File: src/design/iirdf1_pkg.sv
package iirdf1_pkg;

    localparam int SAMPLE_W = 16;
    localparam int COEF_W   = 18;
    localparam int HIST_W   = 24;
    localparam int OPND_W   = 24;
    localparam int PROD_W   = COEF_W + OPND_W;
    localparam int ACC_W    = PROD_W + 4;
    localparam int X_SHIFT  = OPND_W - SAMPLE_W;
    localparam int SHIFT_H  = 14;
    localparam int SHIFT_Y  = 22;
    localparam int TAPS_W   = 2;
    localparam int CFG_IDX_W = 3;

    localparam logic [TAPS_W-1:0]        TAPS_RESET = 2'd3;
    localparam logic signed [COEF_W-1:0] B0_RESET   = 18'sd16384;

    localparam logic [CFG_IDX_W-1:0] CFG_TAPS = 3'd0;
    localparam logic [CFG_IDX_W-1:0] CFG_B0   = 3'd1;
    localparam logic [CFG_IDX_W-1:0] CFG_B1   = 3'd2;
    localparam logic [CFG_IDX_W-1:0] CFG_B2   = 3'd3;
    localparam logic [CFG_IDX_W-1:0] CFG_A1   = 3'd4;
    localparam logic [CFG_IDX_W-1:0] CFG_A2   = 3'd5;

    typedef enum logic [2:0] {
        ST_IDLE,
        ST_FF,
        ST_FB,
        ST_DRAIN,
        ST_ROUND
    } t_state;

    typedef struct packed {
        logic clear;
        logic issue;
        logic sel_fb;
        logic round;
    } t_seq_ctl;

endpackage

File: src/design/iirdf1_mac.sv
module iirdf1_mac (
    input  logic                                   i_clk,
    input  logic                                   i_rst_n,
    input  logic                                   i_clear,
    input  logic                                   i_issue,
    input  logic                                   i_sub,
    input  logic signed [iirdf1_pkg::COEF_W-1:0]   i_coef,
    input  logic signed [iirdf1_pkg::OPND_W-1:0]   i_opnd,
    output logic signed [iirdf1_pkg::ACC_W-1:0]    o_acc
);

    logic signed [iirdf1_pkg::PROD_W-1:0] r_prod;
    logic                                 r_prod_vld;
    logic                                 r_prod_sub;
    logic signed [iirdf1_pkg::ACC_W-1:0]  r_acc;
    logic signed [iirdf1_pkg::ACC_W-1:0]  w_prod_ext;

    assign w_prod_ext = iirdf1_pkg::ACC_W'(r_prod);

    // product stage
    always_ff @(posedge i_clk) begin
        if (!i_rst_n || i_clear) begin
            r_prod_vld <= 1'b0;
        end else begin
            r_prod_vld <= i_issue;
        end
        r_prod     <= i_coef * i_opnd;
        r_prod_sub <= i_sub;
    end

    // accumulate stage
    always_ff @(posedge i_clk) begin
        if (!i_rst_n || i_clear) begin
            r_acc <= '0;
        end else if (r_prod_vld) begin
            r_acc <= r_prod_sub ? r_acc - w_prod_ext : r_acc + w_prod_ext;
        end
    end

    assign o_acc = r_acc;

endmodule

File: src/design/iirdf1_round.sv
module iirdf1_round (
    input  logic signed [iirdf1_pkg::ACC_W-1:0]    i_acc,
    output logic signed [iirdf1_pkg::HIST_W-1:0]   o_hist,
    output logic signed [iirdf1_pkg::SAMPLE_W-1:0] o_sample
);

    localparam int AW = iirdf1_pkg::ACC_W;
    localparam logic signed [AW-1:0] HALF_H = AW'(1) << (iirdf1_pkg::SHIFT_H - 1);
    localparam logic signed [AW-1:0] HALF_Y = AW'(1) << (iirdf1_pkg::SHIFT_Y - 1);
    localparam logic signed [AW-1:0] HMAX = (AW'(1) << (iirdf1_pkg::HIST_W - 1)) - AW'(1);
    localparam logic signed [AW-1:0] HMIN = -(AW'(1) << (iirdf1_pkg::HIST_W - 1));
    localparam logic signed [AW-1:0] YMAX = (AW'(1) << (iirdf1_pkg::SAMPLE_W - 1)) - AW'(1);
    localparam logic signed [AW-1:0] YMIN = -(AW'(1) << (iirdf1_pkg::SAMPLE_W - 1));

    logic signed [AW-1:0] w_h_shift;
    logic signed [AW-1:0] w_y_shift;

    // round half up then floor
    assign w_h_shift = (i_acc + HALF_H) >>> iirdf1_pkg::SHIFT_H;
    assign w_y_shift = (i_acc + HALF_Y) >>> iirdf1_pkg::SHIFT_Y;

    always_comb begin
        if (w_h_shift > HMAX) begin
            o_hist = HMAX[iirdf1_pkg::HIST_W-1:0];
        end else if (w_h_shift < HMIN) begin
            o_hist = HMIN[iirdf1_pkg::HIST_W-1:0];
        end else begin
            o_hist = w_h_shift[iirdf1_pkg::HIST_W-1:0];
        end
        if (w_y_shift > YMAX) begin
            o_sample = YMAX[iirdf1_pkg::SAMPLE_W-1:0];
        end else if (w_y_shift < YMIN) begin
            o_sample = YMIN[iirdf1_pkg::SAMPLE_W-1:0];
        end else begin
            o_sample = w_y_shift[iirdf1_pkg::SAMPLE_W-1:0];
        end
    end

endmodule

File: src/design/iirdf1_ctrl.sv
module iirdf1_ctrl #(
    parameter int PW = 2,
    parameter int NW = 2
) (
    input  logic                   i_clk,
    input  logic                   i_rst_n,
    input  logic                   i_start,
    input  logic [NW-1:0]          i_n,
    input  logic [PW-1:0]          i_pos,
    input  logic                   i_out_free,
    output logic                   o_ready,
    output iirdf1_pkg::t_seq_ctl   o_ctl,
    output logic [PW-1:0]          o_tap,
    output logic [PW-1:0]          o_slot
);

    iirdf1_pkg::t_state r_state, n_state;
    logic [PW-1:0] r_tap, n_tap;
    logic [PW-1:0] r_slot, n_slot;
    logic [PW-1:0] w_last;
    logic          w_at_last;

    assign w_last    = PW'(i_n - NW'(1));
    assign w_at_last = (r_tap == w_last);

    function automatic logic [PW-1:0] prev_slot(input logic [PW-1:0] p,
                                                input logic [PW-1:0] last);
        return (p == '0) ? last : p - PW'(1);
    endfunction

    always_ff @(posedge i_clk) begin
        if (!i_rst_n) begin
            r_state <= iirdf1_pkg::ST_IDLE;
        end else begin
            r_state <= n_state;
        end
        r_tap  <= n_tap;
        r_slot <= n_slot;
    end

    // next state and tap walk
    always_comb begin
        n_state = r_state;
        n_tap   = r_tap;
        n_slot  = r_slot;
        case (r_state)
            iirdf1_pkg::ST_IDLE: begin
                if (i_start) begin
                    n_state = iirdf1_pkg::ST_FF;
                    n_tap   = '0;
                    n_slot  = i_pos;
                end
            end
            iirdf1_pkg::ST_FF: begin
                if (w_at_last) begin
                    if (w_last == '0) begin
                        n_state = iirdf1_pkg::ST_DRAIN;
                    end else begin
                        n_state = iirdf1_pkg::ST_FB;
                        n_tap   = PW'(1);
                        n_slot  = prev_slot(i_pos, w_last);
                    end
                end else begin
                    n_tap  = r_tap + PW'(1);
                    n_slot = prev_slot(r_slot, w_last);
                end
            end
            iirdf1_pkg::ST_FB: begin
                if (w_at_last) begin
                    n_state = iirdf1_pkg::ST_DRAIN;
                end else begin
                    n_tap  = r_tap + PW'(1);
                    n_slot = prev_slot(r_slot, w_last);
                end
            end
            iirdf1_pkg::ST_DRAIN: begin
                n_state = iirdf1_pkg::ST_ROUND;
            end
            iirdf1_pkg::ST_ROUND: begin
                if (i_out_free) begin
                    n_state = iirdf1_pkg::ST_IDLE;
                end
            end
            default: begin
                n_state = iirdf1_pkg::ST_IDLE;
            end
        endcase
    end

    // outputs
    always_comb begin
        o_ready      = 1'b0;
        o_ctl.clear  = 1'b0;
        o_ctl.issue  = 1'b0;
        o_ctl.sel_fb = 1'b0;
        o_ctl.round  = 1'b0;
        case (r_state)
            iirdf1_pkg::ST_IDLE: begin
                o_ready     = 1'b1;
                o_ctl.clear = i_start;
            end
            iirdf1_pkg::ST_FF: begin
                o_ctl.issue = 1'b1;
            end
            iirdf1_pkg::ST_FB: begin
                o_ctl.issue  = 1'b1;
                o_ctl.sel_fb = 1'b1;
            end
            iirdf1_pkg::ST_ROUND: begin
                o_ctl.round = i_out_free;
            end
            default: begin
                o_ready = 1'b0;
            end
        endcase
    end

    assign o_tap  = r_tap;
    assign o_slot = r_slot;

endmodule

File: src/design/iir_direct_form_one_filter.sv
// direct form I biquad over 16-bit signed samples, with Q4.14 coefficients
// (b0, b1, b2, a1, a2; leading feedback weight fixed at one) and a feedback
// history kept at 24 bits with 8 fraction bits. one multiplier is shared by
// every tap: a sample with T taps in use (1 to MAX_TAPS) issues 2T-1 products,
// one a cycle; a drain state lets the last product reach the accumulator, and
// a round state rounds, saturates and registers the result once the output
// register is free. the input is not ready while a sample is in flight; a
// finished sample waits in the output register, and the next one can be taken
// meanwhile. histories reset to zero at once, with no clearing pass. configuration
// is written by index over a separate channel that is always ready; the user
// must write it only while the filter is idle, which the block does not check.
module iir_direct_form_one_filter #(
    parameter int MAX_TAPS = 3
) (
    input  logic                                  i_clk,
    input  logic                                  i_rst_n,
    // input sample stream
    input  logic                                  s_axis_tvalid,
    output logic                                  s_axis_tready,
    input  logic [15:0]                           s_axis_tdata,   // [15:0] sample_in
    // output sample stream
    output logic                                  m_axis_tvalid,
    input  logic                                  m_axis_tready,
    output logic [15:0]                           m_axis_tdata,   // [15:0] sample_out
    // configuration write channel
    input  logic                                  i_cfg_valid,
    output logic                                  o_cfg_ready,
    input  logic [iirdf1_pkg::CFG_IDX_W-1:0]      i_cfg_index,
    input  logic [iirdf1_pkg::COEF_W-1:0]         i_cfg_data
);

    // ring slot and tap count widths follow the history depth
    localparam int PW = (MAX_TAPS > 1) ? $clog2(MAX_TAPS) : 1;
    localparam int NW = $clog2(MAX_TAPS + 1);

    // configuration registers
    logic [iirdf1_pkg::TAPS_W-1:0]        r_taps;
    logic signed [iirdf1_pkg::COEF_W-1:0] r_b0, r_b1, r_b2, r_a1, r_a2;

    // sample histories, ring position and per-sample latches
    logic signed [iirdf1_pkg::SAMPLE_W-1:0] r_xh [MAX_TAPS];
    logic signed [iirdf1_pkg::HIST_W-1:0]   r_yh [MAX_TAPS];
    logic [PW-1:0] r_ring;
    logic [PW-1:0] r_pos;
    logic [NW-1:0] r_n;

    // output register
    logic                                   r_out_valid;
    logic signed [iirdf1_pkg::SAMPLE_W-1:0] r_out;

    logic                                   w_s_accept;
    logic                                   w_out_free;
    logic [iirdf1_pkg::TAPS_W-1:0]          w_taps_min;
    logic [NW-1:0]                          w_n_eff;
    logic [PW-1:0]                          w_pos_eff;
    logic [PW-1:0]                          w_ring_next;
    iirdf1_pkg::t_seq_ctl                   w_ctl;
    logic [PW-1:0]                          w_tap;
    logic [PW-1:0]                          w_slot;
    logic signed [iirdf1_pkg::COEF_W-1:0]   w_coef;
    logic signed [iirdf1_pkg::OPND_W-1:0]   w_opnd;
    logic signed [iirdf1_pkg::ACC_W-1:0]    w_acc;
    logic signed [iirdf1_pkg::HIST_W-1:0]   w_hist;
    logic signed [iirdf1_pkg::SAMPLE_W-1:0] w_sample;

    assign o_cfg_ready = 1'b1;
    assign w_s_accept  = s_axis_tvalid && s_axis_tready;
    assign w_out_free  = !r_out_valid || m_axis_tready;

    // taps of zero act as one, anything above the depth as the depth
    assign w_taps_min = (r_taps == '0) ? iirdf1_pkg::TAPS_W'(1) : r_taps;
    assign w_n_eff = (32'(w_taps_min) > MAX_TAPS) ? NW'(MAX_TAPS) : NW'(w_taps_min);

    // a ring position left beyond the taps in use restarts at slot zero
    // (steady from the transaction until the round, so the sequencer reads it too)
    assign w_pos_eff = (32'(r_ring) >= 32'(w_n_eff)) ? '0 : r_ring;

    assign w_ring_next = (32'(r_pos) + 1 >= 32'(r_n)) ? '0 : r_pos + PW'(1);

    // configuration writes, unknown indexes dropped
    always_ff @(posedge i_clk) begin
        if (!i_rst_n) begin
            r_taps <= iirdf1_pkg::TAPS_RESET;
            r_b0   <= iirdf1_pkg::B0_RESET;
            r_b1   <= '0;
            r_b2   <= '0;
            r_a1   <= '0;
            r_a2   <= '0;
        end else if (i_cfg_valid && o_cfg_ready) begin
            case (i_cfg_index)
                iirdf1_pkg::CFG_TAPS: r_taps <= i_cfg_data[iirdf1_pkg::TAPS_W-1:0];
                iirdf1_pkg::CFG_B0:   r_b0   <= i_cfg_data;
                iirdf1_pkg::CFG_B1:   r_b1   <= i_cfg_data;
                iirdf1_pkg::CFG_B2:   r_b2   <= i_cfg_data;
                iirdf1_pkg::CFG_A1:   r_a1   <= i_cfg_data;
                iirdf1_pkg::CFG_A2:   r_a2   <= i_cfg_data;
                default: begin
                end
            endcase
        end
    end

    // histories: input slot written on the transaction, output slot on round
    always_ff @(posedge i_clk) begin
        if (!i_rst_n) begin
            for (int i = 0; i < MAX_TAPS; i++) begin
                r_xh[i] <= '0;
                r_yh[i] <= '0;
            end
            r_ring <= '0;
        end else begin
            if (w_s_accept) begin
                r_xh[w_pos_eff] <= s_axis_tdata;
            end
            if (w_ctl.round) begin
                r_yh[r_pos] <= w_hist;
                r_ring      <= w_ring_next;
            end
        end
    end

    // tap count and slot held for the whole sample
    always_ff @(posedge i_clk) begin
        if (w_s_accept) begin
            r_pos <= w_pos_eff;
            r_n   <= w_n_eff;
        end
    end

    // output register, freed by the downstream transaction
    always_ff @(posedge i_clk) begin
        if (!i_rst_n) begin
            r_out_valid <= 1'b0;
        end else if (w_ctl.round) begin
            r_out_valid <= 1'b1;
        end else if (m_axis_tready) begin
            r_out_valid <= 1'b0;
        end
        if (w_ctl.round) begin
            r_out <= w_sample;
        end
    end

    // operand select for the shared multiplier
    always_comb begin
        case (int'(w_tap))
            0:       w_coef = w_ctl.sel_fb ? '0 : r_b0;
            1:       w_coef = w_ctl.sel_fb ? r_a1 : r_b1;
            2:       w_coef = w_ctl.sel_fb ? r_a2 : r_b2;
            default: w_coef = '0;
        endcase
    end

    // feedforward samples carry 8 extra fraction bits to line up with feedback
    assign w_opnd = w_ctl.sel_fb ? r_yh[w_slot]
                                 : {r_xh[w_slot], {iirdf1_pkg::X_SHIFT{1'b0}}};

    iirdf1_ctrl #(
        .PW       (PW),
        .NW       (NW)
    ) u_ctrl (
        .i_clk      (i_clk),
        .i_rst_n    (i_rst_n),
        .i_start    (w_s_accept),
        .i_n        (r_n),
        .i_pos      (w_pos_eff),
        .i_out_free (w_out_free),
        .o_ready    (s_axis_tready),
        .o_ctl      (w_ctl),
        .o_tap      (w_tap),
        .o_slot     (w_slot)
    );

    iirdf1_mac u_mac (
        .i_clk   (i_clk),
        .i_rst_n (i_rst_n),
        .i_clear (w_ctl.clear),
        .i_issue (w_ctl.issue),
        .i_sub   (w_ctl.sel_fb),
        .i_coef  (w_coef),
        .i_opnd  (w_opnd),
        .o_acc   (w_acc)
    );

    iirdf1_round u_round (
        .i_acc    (w_acc),
        .o_hist   (w_hist),
        .o_sample (w_sample)
    );

    assign m_axis_tvalid = r_out_valid;
    assign m_axis_tdata  = r_out;

endmodule

File: config.mk
export PLATFORM = sky130hd
export DESIGN_NAME = iir_direct_form_one_filter
export DESIGN_NICKNAME = d
export VERILOG_FILES = /design/src/design/iirdf1_pkg.sv /design/src/design/iirdf1_mac.sv /design/src/design/iirdf1_round.sv /design/src/design/iirdf1_ctrl.sv /design/src/design/iir_direct_form_one_filter.sv
export SDC_FILE = /design/constraint.sdc
export NUM_CORES = 2
export LEC_CHECK = 0
export BUFFER_PORTS_ARGS = -buffer_cell sky130_fd_sc_hd__buf_2
export CAP_MARGIN = 30
export CORE_MARGIN = 1.5
export CORE_UTILIZATION = 45
export CTS_BUF_LIST = sky130_fd_sc_hd__clkbuf_16
export DETAILED_ROUTE_END_ITERATION = 10
export GPL_TIMING_DRIVEN = 0
export SYNTH_ARGS = -nofsm -noshare
export SYNTH_HDL_FRONTEND = slang
export SYNTH_SLANG_ARGS = --single-unit
export TNS_END_PERCENT = 20
File: constraint.sdc
create_clock -name i_clk -period 10.45 [get_ports i_clk]
set_input_delay 0.5225 -clock i_clk [delete_from_list [all_inputs] [get_ports i_clk]]
set_output_delay 0.5225 -clock i_clk [all_outputs]
set_load 0.05 [all_outputs]
== After elaboration in Yosys (flattened, before gate mapping) ==
Memory sizes are Yosys's and may differ from the RTL's. A register that Yosys moved wholly into a read port is not among the register bits.
Cells that the tools add are included.

* Memory bits (writable): 120
* Memories: 2
* Word-level logic and storage cells: 132
* Input port bits: 42
* Register bits after elaboration: 212
* Output and inout port bits: 19

* Mux-type cells: 52
* Add/subtract/negate cells: 10
* Equal/unequal tests: 18
* Order comparisons: 6
* Reduce and logical (&&, ||, !) cells: 25
* Multipliers: 1

{| class="wikitable"
|+ Memory list
! memory !! words !! bits a word !! rd ports !! clocked after memory_dff !! write ports !! RTL line !! text
|-
| r_yh || 3 || 24 || 1 || 1 || 3 || iir_direct_form_one_filter.sv:42 || <nowiki>logic signed [iirdf1_pkg::HIST_W-1:0] r_yh [MAX_TAPS];</nowiki>
|-
| r_xh || 3 || 16 || 1 || 1 || 3 || iir_direct_form_one_filter.sv:41 || <nowiki>logic signed [iirdf1_pkg::SAMPLE_W-1:0] r_xh [MAX_TAPS];</nowiki>
|}

{| class="wikitable"
|+ Operators with widths
! kind !! count
|-
| 2-to-1 mux 24 bit || 4
|-
| 2-to-1 mux 18 bit || 3
|-
| case mux 18 bit (3 select lines) || 1
|-
| adder 46 x 15 -> 46 bit, second input constant || 1
|-
| adder 46 x 23 -> 46 bit, second input constant || 1
|-
| adder 46 x 42 -> 46 bit || 1
|-
| 2-to-1 mux 46 bit || 1
|-
| subtractor 46 x 42 -> 46 bit || 1
|-
| multiplier 18 x 24 -> 42 bit || 1
|-
| 2-to-1 mux 2 bit || 17
|-
| greater-than comparator 32 x 24 -> 1 bit, second input constant || 1
|-
| less-than comparator 32 x 24 -> 1 bit, second input constant || 1
|-
| 2-to-1 mux 16 bit || 2
|-
| greater-than comparator 24 x 16 -> 1 bit, second input constant || 1
|-
| less-than comparator 24 x 16 -> 1 bit, second input constant || 1
|-
| OR reduction 24 bit || 1
|-
| 2-to-1 mux 1 bit || 17
|-
| OR reduction 16 bit || 1
|-
| case mux 3 bit (5 select lines) || 1
|-
| equality test 3 x 2 -> 1 bit, second input constant || 4
|-
| 2-to-1 mux 3 bit || 4
|-
| case mux 2 bit (3 select lines) || 2
|-
| AND reduction 2 bit || 6
|-
| logical NOT 2 bit || 5
|-
| 21 further kinds || 34
|}

== Depth between registers and ports, before layout ==
* Depth after elaboration: 10
* Depth in mapped cells: 33
* Depth with buffers taken out: 32

== Modules after synthesis ==
Synthesis repeated with hierarchy kept, for this count alone.

* Cell total of the unflattened synthesis: 3715
* Area, all modules: 35627.9 um^2

{| class="wikitable"
|+ Modules (own cells, without submodules)
! module !! area an instance (um^2) !! seq. area each (um^2) !! cells each !! instances
|-
| iirdf1_mac || 21276.7 || 1801.7 || 2449 || 1
|-
| iir_direct_form_one_filter || 12100.4 || 7307.0 || 943 || 1
|-
| iirdf1_round || 1719.1 || 0.0 || 261 || 1
|-
| iirdf1_ctrl || 531.8 || 180.2 || 62 || 1
|}

== Least setup slack after synthesis ==
OpenSTA, ideal clock, no wires.

* Kind: register -> register
* Start point: register u_ctrl.r_state[1]
* End point: register u_mac.r_prod[41] in the netlist's numbering
* Path buffers: 5
* Period minus slack after synthesis: 7988 ps
* Cell stages (with the launch flop): 33
* Setup slack: 2462 ps
* Library setup time: 121 ps
* Data arrival time: 7867 ps
* Required time: 10329 ps
* Path through: dfxtp_1 -> clkbuf_1 -> nand2_1 -> or2_2 -> inv_1 -> clkbuf_1 -> buf_2 -> buf_2 -> nand2_1 -> nand2_1 -> clkbuf_1 -> nand2_1 -> fa_1 -> inv_1 -> fa_1 -> inv_1 -> fa_1 -> fa_1 -> inv_1 -> fa_1 -> inv_1 -> fa_1 -> inv_1 -> ha_1 -> nand2_1 -> or4_4 -> o211ai_2 -> a2111oi_2 -> or4b_1 -> a21oi_2 -> a211o_1 -> a21oi_1 -> xnor2_1

* Longest elaborated chain between the ends: 5
* Elaborated cells on any way between the ends: 8
* Classes of those cells: mul: 1; eq/ne: 1; mux: 6

{| class="wikitable"
|+ RTL lines
! item !! RTL line !! text
|-
| start: declaration || iirdf1_ctrl.sv:17 || <nowiki>iirdf1_pkg::t_state r_state, n_state;</nowiki>
|-
| start signal: assignment || iirdf1_ctrl.sv:33 || <nowiki>r_state <= iirdf1_pkg::ST_IDLE;</nowiki>
|-
| start signal: assignment || iirdf1_ctrl.sv:35 || <nowiki>r_state <= n_state;</nowiki>
|-
| equality test 3 x 2 -> 1 bit * || iirdf1_ctrl.sv:97 || <nowiki>case (r_state)</nowiki>
|-
| 2-to-1 mux 1 bit * || iirdf1_ctrl.sv:97 ||
|-
| 2-to-1 mux 18 bit, on equally long branches || iir_direct_form_one_filter.sv:149, iir_direct_form_one_filter.sv:147, iir_direct_form_one_filter.sv:148 ||
|-
| case mux 18 bit (3 select lines) || iir_direct_form_one_filter.sv:146 || <nowiki>case (int'(w_tap))</nowiki>
|-
| multiplier 18 x 24 -> 42 bit * || iirdf1_mac.sv:27 || <nowiki>r_prod <= i_coef * i_opnd;</nowiki>
|-
| end signal: assignment || iirdf1_mac.sv:27 ||
|-
| end: declaration || iirdf1_mac.sv:12 || <nowiki>logic signed [iirdf1_pkg::PROD_W-1:0] r_prod;</nowiki>
|}

Mark *: on every way between the ends. The rest lies on a longest branch, timed or not.
A chain may end at the register's enable or synchronous reset.

== Worst setup path after layout ==
* Start point: register u_ctrl.r_state[1]
* End point: register u_mac.r_prod[40] in the netlist's numbering

The elaborated chain is that of the path after synthesis.

==> summary.txt <==
Outcome
  • Status: finished clean

Detailed routing
  • Wire length on met2: 45800 um
  • Iter 0 DRT Violations: 2101
  • DR WL met3: 6290 um
  • Routed WL per cell: 19.7 um
  • Routed vias: 26266
  • Max layer used: met4
  • DRT Wirelength: 97500 um
  • Met1 WL: 43700 um
  • Final antenna-violating net count: 0
  • Vias per Instance: 5.32
  • Pre-antenna DRT Iters: 6
  • Drc violations: 0

Synth
  • Synthesized area: 0.0349 mm2
  • Seq/Total Area, Yosys: 26.7%
  • Synth Net Count: 4401
  • Synth warn: 0
  • Post-synth EDFFs: 184
  • Avg Synthesized Cell Area: 9.27 um2
  • Yosys cell types: 91
  • Post-synth ARST share: 0%
  • Syn Inst Count: 3767
  • Main synth FF type: dfxtp_1
  • Synth Register Bits: 374

Finish
  • Final nets: 4513
  • Most common cell after layout, fill and taps aside: nand2_1
  • Fillcell total: 7316
  • Most frequent cells in the layout: nand2_1 (628), inv_1 (581), fa_1 (427)
  • # diodes: 0
  • Layout cell share with drive strength beyond 1: 6.30%
  • Area Growth Syn to Fin: 8.85%

Setup path
  • Crit path DAT: 10.51 ns
  • CP Launch Point: u_ctrl.r_state[1]
  • Crit path launch type: flop
  • Worst r2r src: u_ctrl.r_state[1]
  • WP data required: 10.94 ns
  • Crit path kind: reg2reg
  • Top delay family on crit path: adder cells
  • Endpoint class of the critical path: flop
  • Buffers & Inverters on Critical Path: 10
  • Slowest cell on crit path: clkdlybuf4s15_1
  • CP max stage delay: 0.73 ns
  • CP Depth: 32
  • RR Endpoint: u_mac.r_prod[40]
  • Critical Path Sink: u_mac.r_prod[40]
  • Worst Path Max Fanout: 10
  • R2R setup slack: 0.43 ns
  • Worst Reg-to-Reg Cells: 32

Clock network
  • Worst-path clk slew: 0.06 ns
  • Maximum buffer depth of the clock tree: 3
  • H-tree Lvls: 2
  • Clk sink count: 374
  • Hold buffers post-CTS: 0
  • Latest clock arrival within the worst-skew pair: 0.59 ns
  • CTS tree: yes
  • CTS buffer count: 42
  • CTS Root Cell: clkbuf_16

Power
  • Leak pwr: 16.6 nW
  • VDD IR-drop max: 137 uV
  • PwrDens: 220 mW/mm2

Flow run
  • Max cap viols: 0

GRT
  • Antenna violations before repair: 0
  • Largest net degree at the start of global routing: 19
  • Vias in the first global route: 26344
  • Total routing usage reported by global routing: 25.2%
  • First-pass GRT wire length: 153000 um
  • GRT overflow: 0

Timing
  • Max Fclk: 99.8 MHz
  • Max Slew Vio Count: 0
  • Hold Vio Cnt, Final: 0
  • Crit share post-route: 95.9%
  • Actual slew at the worst max-slew pin: 1.07 ns
  • RSZ-0062 raised after global routing: no
  • Crit path time final: 10.02 ns
  • Min Hold Slack: 0.139 ns
  • Fin Clk Skew: 0.0327 ns
  • # setup viols final: 0
  • Worst slew margin: 28.2%
  • Fin Setup TNS: 0 ns

Die
  • Die Span X: 282 um
  • Die H: 282 um
  • I/O pin count: 61
  • Starting Density: 45.7%
  • Die Area: 0.0792 mm2
  • Core area: 0.0763 mm2
  • # rows: 101

Placed design
  • IO Port Bufs: 57
  • DPL Wire Length: 79200 um
  • RD Place Congestion: 0.958

Min path
  • Worst Min Path Start: s_axis_tdata[3]
  • Hold Crit Class: in2reg
## per-layer routing
| metal | GRT usage (%) | up-vias |
|---|---|---|
| met1 | 35.8 | 13019 |
| met5 | 0 | - |
| met4 | 4.81 | 0 |
| met2 | 41.4 | 807 |
| met3 | 3.59 | 104 |
| li1 | - | 12336 |
## power by group
part | switching (mW) | internal [mW]
logic | 3.24 | 1.90
clock network | 0.622 | 0.787
registers | 0.109 | 1.71
## cell type report
class,instances,area (um2),share of cell area (%)
clock buffers,44,1100,2.90
multi-input cells,2652,22800,59.9
repair buffers,68,484,1.27
flip-flops and latches,374,9330,24.6
plain buffers,170,687,1.81
well taps,1030,1290,3.39
inverters,571,2140,5.64
clock inverters,27,186,0.491
## metrics by stage
step | instance area [um2] | cells | util, % | total power, mW | worst slack, ns
finish | 38000 | 4936 | 49.8 | 8.37 | 0.428
global route | 38000 | 4936 | 49.8 | 9.04 | 0.0439
detailed placement | 36700 | 4864 | 48.1 | 6.95 | 0.290
floorplan | 34900 | 3767 | - | 5.55 | 2.46
global placement | 36500 | 4854 | 47.8 | 6.90 | 0.289
CTS | 38000 | 4935 | 49.7 | 8.40 | 0.226
## worst register-to-register path: cells and delay by family (launching register included)
family / cells / cell delay, ns
compound gates: 9 / 2.29
xor+xnor: 1 / 0.13
fa+ha+maj: 7 / 3.54
buf+inv: 10 / 2.52
flops: 1 / 0.30
simple gates: 5 / 1.14
## cell usage after synthesis, types with 9 or more instances
library cell	number	area (um2)
mux4_2	35	788
buf_1	12	45.0
o21ai_0	73	365
a21oi_1	126	631
a22o_1	12	105
or2_2	9	56.3
xor2_1	54	473
or3_1	11	68.8
a222oi_1	19	190
nor3_1	29	145
fa_1	427	8550
xnor2_1	114	998
mux2i_1	42	420
buf_2	17	85.1
nand2b_1	29	181
clkbuf_1	137	514
inv_1	571	2140
nand3_1	50	250
dfxtp_1	190	3800
o21a_2	19	166
a21o_1	53	398
ha_1	165	2060
and3_1	14	87.6
o21a_1	14	105
nand2_1	628	2360
and2_1	104	651
nor2b_1	53	332
nor2_1	287	1080
nand4_1	16	100
a21boi_0	95	713
a31oi_1	10	62.6
a211oi_1	13	97.6
a22oi_1	19	143
edfxtp_1	184	5530
## how the worst min path moves through the flow
stage / endpoint / slack, ns / cells after the start
5_1_grt: r_xh[3][3] / 0.13 / 1
6_report: r_xh[3][3] / 0.14 / 1
2_1_floorplan: r_taps[0] / 0.43 / 2
3_5_place_dp: r_b0[14] / 0.46 / 2
4_1_cts: r_xh[3][5] / 0.12 / 1
3_3_place_gp: r_b0[2] / 0.45 / 2
## flip-flops by register name (all words and copies together), names as in the netlist, 3 cells and up, named ones only
name            flops
r_b2               18
r_a2               18
r_xh               64
u_mac.r_prod       42
r_b0               18
r_b1               18
m_axis_tdata       16
r_a1               18
u_mac.o_acc        46
u_ctrl.r_state      3
r_yh               96
## what timing repair did
action                                  CTS  global route
resized for setup                         0            10
endpoints found under the setup margin    0             5
buffers inserted                          0             0
## cell families (layout without fill, tap and decap cells)
logic type | Yosys count | count (layout) | share of synthesized area, %
and+or+nand+nor | 1284 | 1284 | 16.5
DFF | 374 | 374 | 26.7
other | 1 | 1 | 0.0107
adders and majority gates | 592 | 592 | 30.4
xor gates and xnor gates | 168 | 168 | 4.22
AOI/OAI and AO/OA | 522 | 522 | 10.3
buffers and inverters | 741 | 880 | 8.07
muxes | 85 | 85 | 3.75
No activity file was read; power rests on OpenSTA's default activity.
